## src/rtl/rrft_div.sv

```systemverilog
`timescale 1ns / 1ps

// Restoring divider, one quotient bit per cycle.
// quotient = (dividend << FB) / divisor; caller keeps dividend <= divisor.
module rrft_div #(
  parameter int CW = 11,
  parameter int FB = 16
) (
  input  logic          clk,
  input  logic          rst_n,
  input  logic          start,
  input  logic [CW-1:0] dividend,
  input  logic [CW-1:0] divisor,
  output logic          done,
  output logic [FB:0]   quotient
);

  localparam int NB    = CW + FB;
  localparam int CNT_W = $clog2(NB + 1);

  logic [NB-1:0]    num_r, num_nxt;
  logic [CW-1:0]    rem_r, rem_nxt;
  logic [CW-1:0]    dvs_r, dvs_nxt;
  logic [CNT_W-1:0] cnt_r, cnt_nxt;
  logic             run_r, run_nxt;
  logic             done_r, done_nxt;

  logic [CW:0] trial;
  logic [CW:0] diff;
  logic        fits;

  // Trial subtract of the divisor from the shifted partial remainder
  assign trial = {rem_r, num_r[NB-1]};
  assign fits  = trial >= {1'b0, dvs_r};
  assign diff  = trial - {1'b0, dvs_r};

  always_comb begin
    num_nxt  = num_r;
    rem_nxt  = rem_r;
    dvs_nxt  = dvs_r;
    cnt_nxt  = cnt_r;
    run_nxt  = run_r;
    done_nxt = 1'b0;
    if (start) begin
      num_nxt = {dividend, {FB{1'b0}}};
      rem_nxt = '0;
      dvs_nxt = divisor;
      cnt_nxt = CNT_W'(NB);
      run_nxt = 1'b1;
    end else if (run_r) begin
      num_nxt = {num_r[NB-2:0], fits};
      rem_nxt = fits ? diff[CW-1:0] : trial[CW-1:0];
      cnt_nxt = cnt_r - 1'b1;
      if (cnt_r == CNT_W'(1)) begin
        run_nxt  = 1'b0;
        done_nxt = 1'b1;
      end
    end
  end

  // Control state
  always_ff @(posedge clk) begin
    if (!rst_n) begin
      run_r  <= 1'b0;
      done_r <= 1'b0;
      cnt_r  <= '0;
    end else begin
      run_r  <= run_nxt;
      done_r <= done_nxt;
      cnt_r  <= cnt_nxt;
    end
  end

  // Datapath
  always_ff @(posedge clk) begin
    num_r <= num_nxt;
    rem_r <= rem_nxt;
    dvs_r <= dvs_nxt;
  end

  assign done     = done_r;
  assign quotient = num_r[FB:0];

endmodule

```

## config.mk

```make
export PLATFORM = sky130hd
export DESIGN_NAME = rrft_div
export DESIGN_NICKNAME = d
export VERILOG_FILES = /design/src/rtl/rrft_div.sv
export SDC_FILE = /design/constraint.sdc
export NUM_CORES = 1
export LEC_CHECK = 0
export ABC_AREA = 1
export BUFFER_PORTS_ARGS = -buffer_cell sky130_fd_sc_hd__buf_2
export CORE_AREA = 2 2 108 110
export CTS_CLUSTER_DIAMETER = 150
export DETAILED_ROUTE_END_ITERATION = 10
export DIE_AREA = 0 0 110 112
export MAX_ROUTING_LAYER = met4
export PLACE_DENSITY_LB_ADDON = 0.08
export SYNTH_ARGS = -nofsm -noshare
export SYNTH_HDL_FRONTEND = slang
export SYNTH_SLANG_ARGS = --single-unit
```

## constraint.sdc

```tcl
create_clock -name clk -period 2.6 [get_ports clk]
set_clock_uncertainty 0.1 [all_clocks]
set_input_delay 0.39 -clock clk [delete_from_list [all_inputs] [get_ports clk]]
set_output_delay 0.39 -clock clk [all_outputs]
set_load 0.02 [all_outputs]
```

==> results of run 1 <==
-- sequential cells by signal, indices dropped and copies added, names as in the netlist --
register and count:
done 1, cnt_r 5, run_r 1, num_r 27, dvs_r 11, rem_r 11
-- routing by layer --
metal | vias up | GRT usage [%]
met5 | - | -
met2 | 49 | 19.5
met4 | 0 | 4.22
met1 | 1052 | 17.2
met3 | 8 | 2.93
li1 | 1206 | -
-- area by class of cell --
| type | count | area [um^2] | area share [%] |
|---|---|---|---|
| multi-input combinational | 207 | 1230 | 36.1 |
| inverter | 68 | 256 | 7.52 |
| clock buffer | 6 | 150 | 4.40 |
| clock inverter | 2 | 15.0 | 0.440 |
| timing repair buffer | 45 | 233 | 6.83 |
| tap | 143 | 179 | 5.25 |
| antenna | 1 | 2.50 | 0.0734 |
| sequential | 56 | 1340 | 39.3 |
-- synthesized netlist by cell type, drive strengths merged --
master       instances
clkinv               1
o21ai                4
fa                   1
o211ai               1
or2                  2
xnor2                2
nor3                 1
buf                 24
dfxtp               34
nand4               14
nor4                 1
nand2               84
xor2                 2
and2                 1
a21oi                4
clkbuf               3
edfxtp              22
a22o                10
nor2                18
o22ai               15
ha                  13
inv                 67
dlygate4sd1          1
a221oi               1
a31oi                2
nand3               31
-- kinds of logic after synthesis --
| group | count (synthesis) | synth area share (%) |
|---|---|---|
| AO/OA/AOI/OAI | 37 | 8.33 |
| AND/OR/NAND/NOR | 152 | 24.9 |
| XOR/XNOR | 4 | 1.15 |
| buffers and inverters | 96 | 15.6 |
| flip-flops | 56 | 44.0 |
| adder cells (fa/ha/maj) | 14 | 5.99 |
-- where the power goes --
group / internal [mW] / switching, mW
sequential: 0.956 / 0.0169
combinational: 0.0782 / 0.138
clock: 0.421 / 0.329
total: 1.46 / 0.484
-- path summary, 6_finish.rpt --
path	from	to
max	num_r[26]	rem_r[10]
min	divisor[6]	dvs_r[6]
max reg2reg	num_r[26]	rem_r[10]
min reg2reg	rem_r[1]	rem_r[1]
-- stage by stage --
stage               cells  utilization, %  hold slack, ns
floorplan             359               -           0.338
global placement      519            29.0           0.365
detailed placement    519            29.0           0.362
CTS                   527            30.5           0.155
global route          528            30.5           0.153
finish                528            30.5           0.163
-- worst register-to-register path, cell delays in order, from the launching register on --
cell	delay [ns]
edfxtp_1	0.36
inv_1	0.09
ha_1	0.20
fa_1	0.23
inv_1	0.07
nand3_1	0.08
nand3_2	0.11
nand2_2	0.25
nand4_4	0.31
nand2_1	0.18
nand2_1	0.06
nand2_1	0.06
nand2_1	0.04
==> impl_results.md, run 1 <==
- Outcome: completed
- Count of cell types in the netlist: 39
- GP Congestion: 0.792
- Top sig layer: met4
- Die area: 12300 um^2
- Initial antenna violation count: 1
- Die span in y: 112 um
- Global-route congestion overflow total: 0
- Starting Density: 27.3%
- Final setup margin: 0.348 ns
- Post-CTS setup buffers: 0
- Fin. max-slew vios: 0
- GRT Total Usage: 13.0%
- DRC marker count from the first detailed-route iteration: 65
- FF-to-FF setup slack: 0.35 ns
- Synthesized area: 3050 um^2
- Final WL: 7030 um
- WP depth: 12
- Worst Hold Depth: 1
- Routed wl met2: 3280 um
- Clock root buffer: clkbuf_16
- Seq cells post-synth: 56
- Antenna-violating nets left: 0
- DR vias: 2315
- Drt first pass iters: 4
- Final TNS setup: 0 ns
- Design Power: 1.94 mW
- DR WL/cell: 13.3 um
- Worst Hold Class: in2reg
- Hold buffers post-CTS: 0
- Ranking of synthesized cells by area: dfxtp_1, edfxtp_1, nand2_1
- Final worst-path cycle share: 86.6%
- Post-Syn Instances: 359
- Core area: 11200 um^2
- CP max stage cell: edfxtp_1
- Post-Syn Nets: 398
- Commonest non-fill, non-tap cell in the layout: nand2_1
- Final Hold Viols: 0
- CP dominant cell by count: nand2_1
- Nets@finish: 422
- Largest net degree at the start of global routing: 29
- R2r worst-path depth: 12
- Layout cells sized above 1: 22.7%
- Die Wd: 110 um
- Vias/cell: 4.38
- Setup-failing EPs final: 0
- Met1 Wirelength: 3270 um
- CTS sink count: 56
- Worst Path Max Fanout: 12
- # fillers: 1178
- Worst Tran Pin Value: 0.546 ns
- Remaining DRCs: 0
- Crit path largest cell delay: 0.36 ns
- Post-CTS Resized: 0
- IO Pins: 43
- Synth-to-Final Area Change: 11.8%
- Worst Path Required: 2.70 ns
- Power Density: 569 nW/um^2
- Critical Path AT: 2.35 ns
- H-tree Lvls: 2
- Syn_area_per_cell: 8.49 um^2
- Pre-CTS setup slack: 0.381 ns
- Design area: 3410 um^2
- CP Class: reg2reg
- Number of global-route vias before repair: 2376
- CP Launch Type: flip-flop
- Most frequent cells in the layout: nand2_1, inv_1, buf_2
- Cell Rows: 39
- Port-buffer cells: 42
- DPL Wire Length: 5160 um
- Maximum VDD drop: 0.223 mV
- Placed Area: 3240 um^2
- Clock Latency Late Sink: 0.30 ns
- Yosys top cell area share: 22.3%
- Rel. slew slack: 63.6%
- CP bufs+invs: 2
- CTS tree: yes
- Clock transition at path regs: 0.08 ns
- Clock buffer depth: 2
- Fin crit period: 2.25 ns
- LEAKAGE: 1.59 nW
- Leading area contributor after synthesis: dfxtp_1
- Critical path's top delay family: simple AND/OR/NAND/NOR gates
- Met3 WL: 327 um
- RSZ-0062 raised after global routing: false
- Crit-path cells: inv_1, ha_1, fa_1, inv_1, nand3_1, nand3_2, nand2_2, nand4_4, nand2_1, nand2_1, nand2_1, nand2_1
- Inserted Clock Buffers: 5
- Warnings, synthesis: 0
- Fmax: 0.444 GHz
- First-pass GRT wire length: 11800 um
- Max_cap viols: 0
- Critical Path Sink Type: flip-flop
- Sequential cell area fraction in the yosys report: 44.0%
(Power assumes the default switching activity.)
==> inputs of run 2 (changes only) <==
- CAP_MARGIN: default -> 10
- clock period: 2.6 -> 2 ns (I/O delays scaled with it)
==> run 2 against run 1 <==
  * Clock-buffer cell count fell by 1
  * Hold slack got worse by 0.085 ns
  * Register-to-register slack got worse by 0.26 ns
  * Critical endpoint is now rem_r[2]
==> impl_results.md, run 2 (synthesis results as in run 1) <==
- Post-Route Hold Slack: 0.0780 ns (was 0.163 ns)
- Drt first pass iters: 4 (unchanged)
- Power Density: 690 nW/um^2 (was 569 nW/um^2)
- Final Hold Viols: 0 (unchanged)
- GRT Total Usage: 13.3% (was 13.0%)
- Worst Tran Pin Value: 0.521 ns (was 0.546 ns)
- Flop pwr share: 51.0% (was 50.2%)
- Inserted Clock Buffers: 5 (unchanged)
- LEAKAGE: 1.69 nW (was 1.59 nW)
- P_int: 1.84 mW (was 1.46 mW)
- Setup-failing EPs final: 0 (unchanged)
- GP Congestion: 0.833 (was 0.792)
- Critical path's top delay family: adder cells (was simple AND/OR/NAND/NOR gates)
- Most frequent cells in the layout: nand2_1, inv_1, buf_2 (unchanged)
- First-pass GRT wire length: 12200 um (was 11800 um)
- Max_cap viols: 0 (unchanged)
- Fin. max-slew vios: 0 (unchanged)
- Clock root buffer: clkbuf_16 (unchanged)
- Number of global-route vias before repair: 2413 (was 2376)
- Initial antenna violation count: 0 (was 1)
- Die Wd: 110 um (unchanged)
- Critical Path Sink Type: flip-flop (unchanged)
- Crit-path cells: ha_2, fa_2, inv_2, nand3_2, nand3_4, nand2_4, nand4_4, buf_6, nand2_2, nand3_2, nand2_1 (was inv_1, ha_1, fa_1, inv_1, nand3_1, nand3_2, nand2_2, nand4_4, nand2_1, nand2_1, nand2_1, nand2_1)
- Clock transition at path regs: 0.08 ns (about the same)
- Nets@finish: 434 (was 422)
- Core Util, Final: 32.1% (was 30.5%)
- Global-route congestion overflow total: 0 (unchanged)
- Worst Path Required: 2.10 ns (was 2.70 ns)
- Synth-to-Final Area Change: 17.8% (was 11.8%)
- CP max stage cell: fa_2 (was edfxtp_1)
- Outcome: completed (unchanged)
- Switch Pwr: 0.641 mW (was 0.484 mW)
- Regs by FF count: num_r (27), dvs_r (11), rem_r (11) (unchanged)
- Starting Density: 27.3% (unchanged)
- Largest Register: num_r (unchanged)
- Antenna-violating nets left: 0 (unchanged)
- Fin crit period: 1.91 ns (was 2.25 ns)
- Fmax: 0.523 GHz (was 0.444 GHz)
- IO Pins: 43 (unchanged)
- Combinational power share: 12.8% (was 11.2%)
- CTS sink count: 56 (unchanged)
- Port-buffer cells: 42 (unchanged)
- Core area: 11200 um^2 (unchanged)
- Die span in y: 112 um (unchanged)
- Die area: 12300 um^2 (unchanged)
- Pre-CTS setup slack: -0.0784 ns (was 0.381 ns)
- Crit path largest cell delay: 0.38 ns (was 0.36 ns)
- Layout cells sized above 1: 30.1% (was 22.7%)
- Inserted Diodes: 0 (was 1)
- Worst Path Max Fanout: 6 (was 12)
- Largest net degree at the start of global routing: 29 (unchanged)
- Worst Hold Class: in2reg (unchanged)
- DR WL/cell: 13.5 um (was 13.3 um)
- CP dominant cell by count: nand3_2 (was nand2_1)
- Commonest non-fill, non-tap cell in the layout: nand2_1 (unchanged)
- H-tree Lvls: 2 (unchanged)
- Clock Latency Late Sink: 0.30 ns (about the same)
- CTS tree: yes (unchanged)
- Final WL: 7300 um (was 7030 um)
- Rel. slew slack: 65.2% (was 63.6%)
- Remaining DRCs: 0 (unchanged)
- Net Sw Frac: 25.9% (was 24.9%)
- DRC marker count from the first detailed-route iteration: 62 (was 65)
- Critical Path AT: 2.01 ns (was 2.35 ns)
- Final worst-path cycle share: 95.7% (was 86.6%)
- Max reg flops: 27 (unchanged)
- Hold buffers post-CTS: 0 (unchanged)
- CP Class: reg2reg (unchanged)
- Cell Rows: 39 (unchanged)
- Maximum VDD drop: 0.388 mV (was 0.223 mV)
- Clk pwr share: 36.2% (was 38.6%)
- CP bufs+invs: 2 (unchanged)
- CP Launch Type: flip-flop (unchanged)
- Vias/cell: 4.46 (was 4.38)
- DPL Wire Length: 5270 um (was 5160 um)
- DR vias: 2403 (was 2315)
- Clock buffer depth: 2 (unchanged)
- Final setup margin: 0.0863 ns (was 0.348 ns)
[run 2: repair_timing]
action / CTS / global route
buffers inserted: 0 / 4
gates cloned: 1 / 1
setup endpoints to repair: 8 / 12
pin swaps: 0 / 4
resized for setup: 3 / 25
[run 2: cell type report]
| type | instances | area (um^2) |
|---|---|---|
| Inverter | 68 | 256 |
| Multi-Input combinational cell | 209 | 1350 |
| Fill cell | 1174 | 7580 |
| Timing Repair Buffer | 55 | 315 |
| Sequential cell | 56 | 1340 |
| Clock inverter | 3 | 22.5 |
| Clock buffer | 5 | 125 |
| Tap cell | 143 | 179 |
[run 2: path summary, 6_finish.rpt]
path / from / end / slack, ns / cells past startpoint
worst max-delay path: dvs_r[0] / rem_r[2] / 0.09 / 11
worst min-delay path: divisor[3] / dvs_r[3] / 0.08 / 1
worst max register to register: dvs_r[0] / rem_r[2] / 0.09 / 11
worst min register to register: rem_r[10] / rem_r[10] / 0.36 / 2
[run 2: stage by stage]
step	total power, mW	cells	instance area [um^2]	setup TNS, ns
2_1_floorplan	1.49	359	3050	0
3_3_place_gp	1.59	525	3290	-0.155
3_5_place_dp	1.59	525	3290	-0.139
4_1_cts	2.49	534	3460	0
5_1_grt	2.61	539	3590	-0.0172
6_report	2.48	539	3590	0
[run 2: power groups by stage]
stage | Combinational [mW] | Clock, mW | Sequential (mW)
floorplan | 0.205 | 0 | 1.29
global placement | 0.298 | 0 | 1.29
detailed placement | 0.296 | 0 | 1.29
CTS | 0.297 | 0.931 | 1.27
global route | 0.358 | 0.984 | 1.27
finish | 0.318 | 0.896 | 1.26
[run 2: metal layers]
metal,part of all wire (%),track usage (%)
met5,0,-
met4,1.5,4.39
met3,3.1,2.11
met2,48,21.1
met1,47,17.2
==> inputs of run 3 (changes only) <==
- PLACE_DENSITY: default -> 0.44
- PLACE_DENSITY_LB_ADDON: 0.08 -> default
==> run 3 against run 2 <==
  * Hold slack improved by 0.0017 ns
  * Global-route usage shrank 1.4 points
  * Clock power rose by 13%
  * Non-clock buffer count down 3
  * Sequential power about the same
  * Utilization decreased by 0.34 points
  * Sequential share of layout area up 0.39 points
  * Combinational power decreased by 6.3%
  * Sequential cell count unchanged
  * Critical path type unchanged
==> impl_results.md, run 3 (synthesis results as in run 1) <==
- Hold buffers post-CTS: 0 (unchanged)
- R2r worst-path depth: 11 (unchanged)
- Clk pwr share: 39.3% (was 36.2%)
- Antenna-violating nets left: 0 (unchanged)
- Initial antenna violation count: 0 (unchanged)
- Worst setup path end: rem_r[5] (was rem_r[2])
- Worst Hold Class: in2reg (unchanged)
- CP Class: reg2reg (unchanged)
- Clock root buffer: clkbuf_16 (unchanged)
- Met1 usage: 16.2% (was 17.2%)
- Crit. Startpoint: num_r[26] (was dvs_r[0])
- Commonest non-fill, non-tap cell in the layout: nand2_1 (unchanged)
- Drt first pass iters: 4 (unchanged)
- P_int: 1.98 mW (was 1.84 mW)
- Core area: 11200 um^2 (unchanged)
- Global-route congestion overflow total: 0 (unchanged)
- Maximum VDD drop: 0.348 mV (was 0.388 mV)
- Rel. slew slack: 66.4% (was 65.2%)
- FF-to-FF setup slack: 0.1 ns (was 0.09 ns)
- H-tree Lvls: 2 (unchanged)
- CTS tree: yes (unchanged)
- GRT Total Usage: 11.9% (was 13.3%)
- Combinational power share: 11.6% (was 12.8%)
- Port-buffer cells: 42 (unchanged)
- Critical Path Sink Type: flip-flop (unchanged)
- Starting Density: 27.3% (unchanged)
- Net Sw Frac: 23.3% (was 25.9%)
- Vias/cell: 4.48 (was 4.46)
- Final TNS setup: 0 ns (unchanged)
- Layout cells sized above 1: 26.2% (was 30.1%)
- Crit path largest cell delay: 0.40 ns (was 0.38 ns)
- Worst Tran Pin Value: 0.503 ns (was 0.521 ns)
- Die area: 12300 um^2 (unchanged)
- Clock buffer depth: 2 (unchanged)
- Worst Path Max Fanout: 6 (unchanged)
- Most frequent cells in the layout: nand2_1, inv_1, buf_2 (unchanged)
- Final worst-path cycle share: 95.2% (was 95.7%)
- Critical Path AT: 1.99 ns (was 2.01 ns)
- RSZ-0062 raised after global routing: true
- Number of global-route vias before repair: 2334 (was 2413)
- CTS sink count: 56 (unchanged)
- CP max stage cell: fa_2 (unchanged)
- Regs by FF count: num_r (27), dvs_r (11), rem_r (11) (unchanged)
- Nets@finish: 431 (was 434)
- Clock Latency Late Sink: 0.29 ns (was 0.30 ns)
- Final WL: 6880 um (was 7300 um)
- GRT busiest layer: met2 (unchanged)
- GR Layer Usage met3: 2.34% (was 2.11%)
- Remaining DRCs: 0 (unchanged)
- Clock transition at path regs: 0.07 ns (was 0.08 ns)
- Crit-path cells: inv_1, ha_2, fa_2, inv_2, nand3_1, nand3_2, nand2_4, nand4_4, nand3_1, nand3_1, nand2_1 (was ha_2, fa_2, inv_2, nand3_2, nand3_4, nand2_4, nand4_4, buf_6, nand2_2, nand3_2, nand2_1)
- Die Wd: 110 um (unchanged)
- Cell Rows: 39 (unchanged)
- Critical R2R Launch: num_r[26] (was dvs_r[0])
- Largest Register: num_r (unchanged)
- Fmax: 0.525 GHz (was 0.523 GHz)
- Final Hold Viols: 0 (unchanged)
- Inserted Diodes: 0 (unchanged)
- Power Density: 726 nW/um^2 (was 690 nW/um^2)
- Inserted Clock Buffers: 5 (unchanged)
- Flop pwr share: 49.1% (was 51.0%)
- Switch Pwr: 0.601 mW (was 0.641 mW)
- Synth-to-Final Area Change: 16.6% (was 17.8%)
- Setup-failing EPs final: 0 (unchanged)
- CP dominant cell by count: nand3_1 (was nand3_2)
- DRC marker count from the first detailed-route iteration: 125 (was 62)
- Met2 Usage GRT: 17.6% (was 21.1%)
- First-pass GRT wire length: 11200 um (was 12200 um)
- Outcome: completed (unchanged)
- Fin crit period: 1.90 ns (was 1.91 ns)
- Max_cap viols: 0 (unchanged)
- IO Pins: 43 (unchanged)
- DR WL/cell: 12.8 um (was 13.5 um)
- RR Endpoint: rem_r[5] (was rem_r[2])
- DR vias: 2400 (was 2403)
- DPL Wire Length: 5000 um (was 5270 um)
- Worst Path Required: 2.09 ns (was 2.10 ns)
- GP Congestion: 0.877 (was 0.833)
- Max reg flops: 27 (unchanged)
- # fillers: 1178 (was 1174)
- CP Launch Type: flip-flop (unchanged)
- Core Util, Final: 31.8% (was 32.1%)
- Largest net degree at the start of global routing: 29 (unchanged)
- LEAKAGE: 1.68 nW (was 1.69 nW)
- Die span in y: 112 um (unchanged)
- Fin. max-slew vios: 0 (unchanged)
-- run 3: changes by cell type in the layout (fill, tap and decap cells not counted), moves of 2 or more --
cell       previous run  this run
ha_2                  5         1
nand3_2              11         8
ha_1                  8        11
nand2_2              17        15
clkbuf_16             5         7
buf_4                11         9
nand3_1              19        23
nand2_1              64        67
-- run 3: worst min-delay path by stage --
stage                      to  startpoint  cells after the start
floorplan            dvs_r[0]  divisor[0]                      0
global placement    rem_r[10]   rem_r[10]                      2
detailed placement  rem_r[10]   rem_r[10]                      2
CTS                  dvs_r[6]  divisor[6]                      1
global route         dvs_r[2]  divisor[2]                      1
finish               dvs_r[2]  divisor[2]                      1
-- run 3: what timing repair did --
item                                    4_1_cts  5_1_grt
gates cloned                                  1        1
pin swaps                                     0        6
gates resized for setup                       1       14
endpoints found under the setup margin        4       12
setup buffers                                 0        2
-- run 3: worst max-delay path: cells and delay by family (launching register included) --
| kind | cells | cell delay, ns |
|---|---|---|
| fa+ha+maj | 2 | 0.60 |
| flops | 1 | 0.33 |
| simple gates | 7 | 0.66 |
| buf+inv | 2 | 0.11 |
-- run 3: power by group through the flow --
stage / clock [mW] / sequential (mW) / combinational, mW
2_1_floorplan: 0 / 1.29 / 0.205
4_1_cts: 1.05 / 1.27 / 0.288
3_3_place_gp: 0 / 1.29 / 0.287
5_1_grt: 1.09 / 1.27 / 0.336
6_report: 1.01 / 1.27 / 0.298
3_5_place_dp: 0 / 1.29 / 0.287
-- run 3: layer usage --
| layer | part of all wire [%] | vias to the layer above | wire [um] |
|---|---|---|---|
| met5 | 0 | - | 0 |
| met4 | 2.2 | 0 | 154 |
| met3 | 4.2 | 13 | 289 |
| met2 | 45 | 61 | 3100 |
| met1 | 48 | 1097 | 3330 |
| li1 | - | 1229 | - |
-- run 3: layout make-up --
type	count	area, um^2	share of cell area, %
clock buffers	8	179	5.03
inverters	68	256	7.22
multi-input cells	209	1310	36.9
flip-flops and latches	56	1340	37.7
well taps	143	179	5.03
repair buffers	52	289	8.13
-- run 3: per-stage QoR --
stage	power [mW]	hold WS, ns	worst slack (ns)	area, um^2	std cells
after detailed placement	1.58	0.363	-0.0390	3280	524
after global placement	1.58	0.354	-0.0199	3280	524
after floorplan	1.49	0.299	0.143	3050	359
after global routing	2.70	0.0680	-0.00760	3550	536
final	2.58	0.0797	0.0964	3550	536
after CTS	2.60	0.0709	-0.00961	3480	533
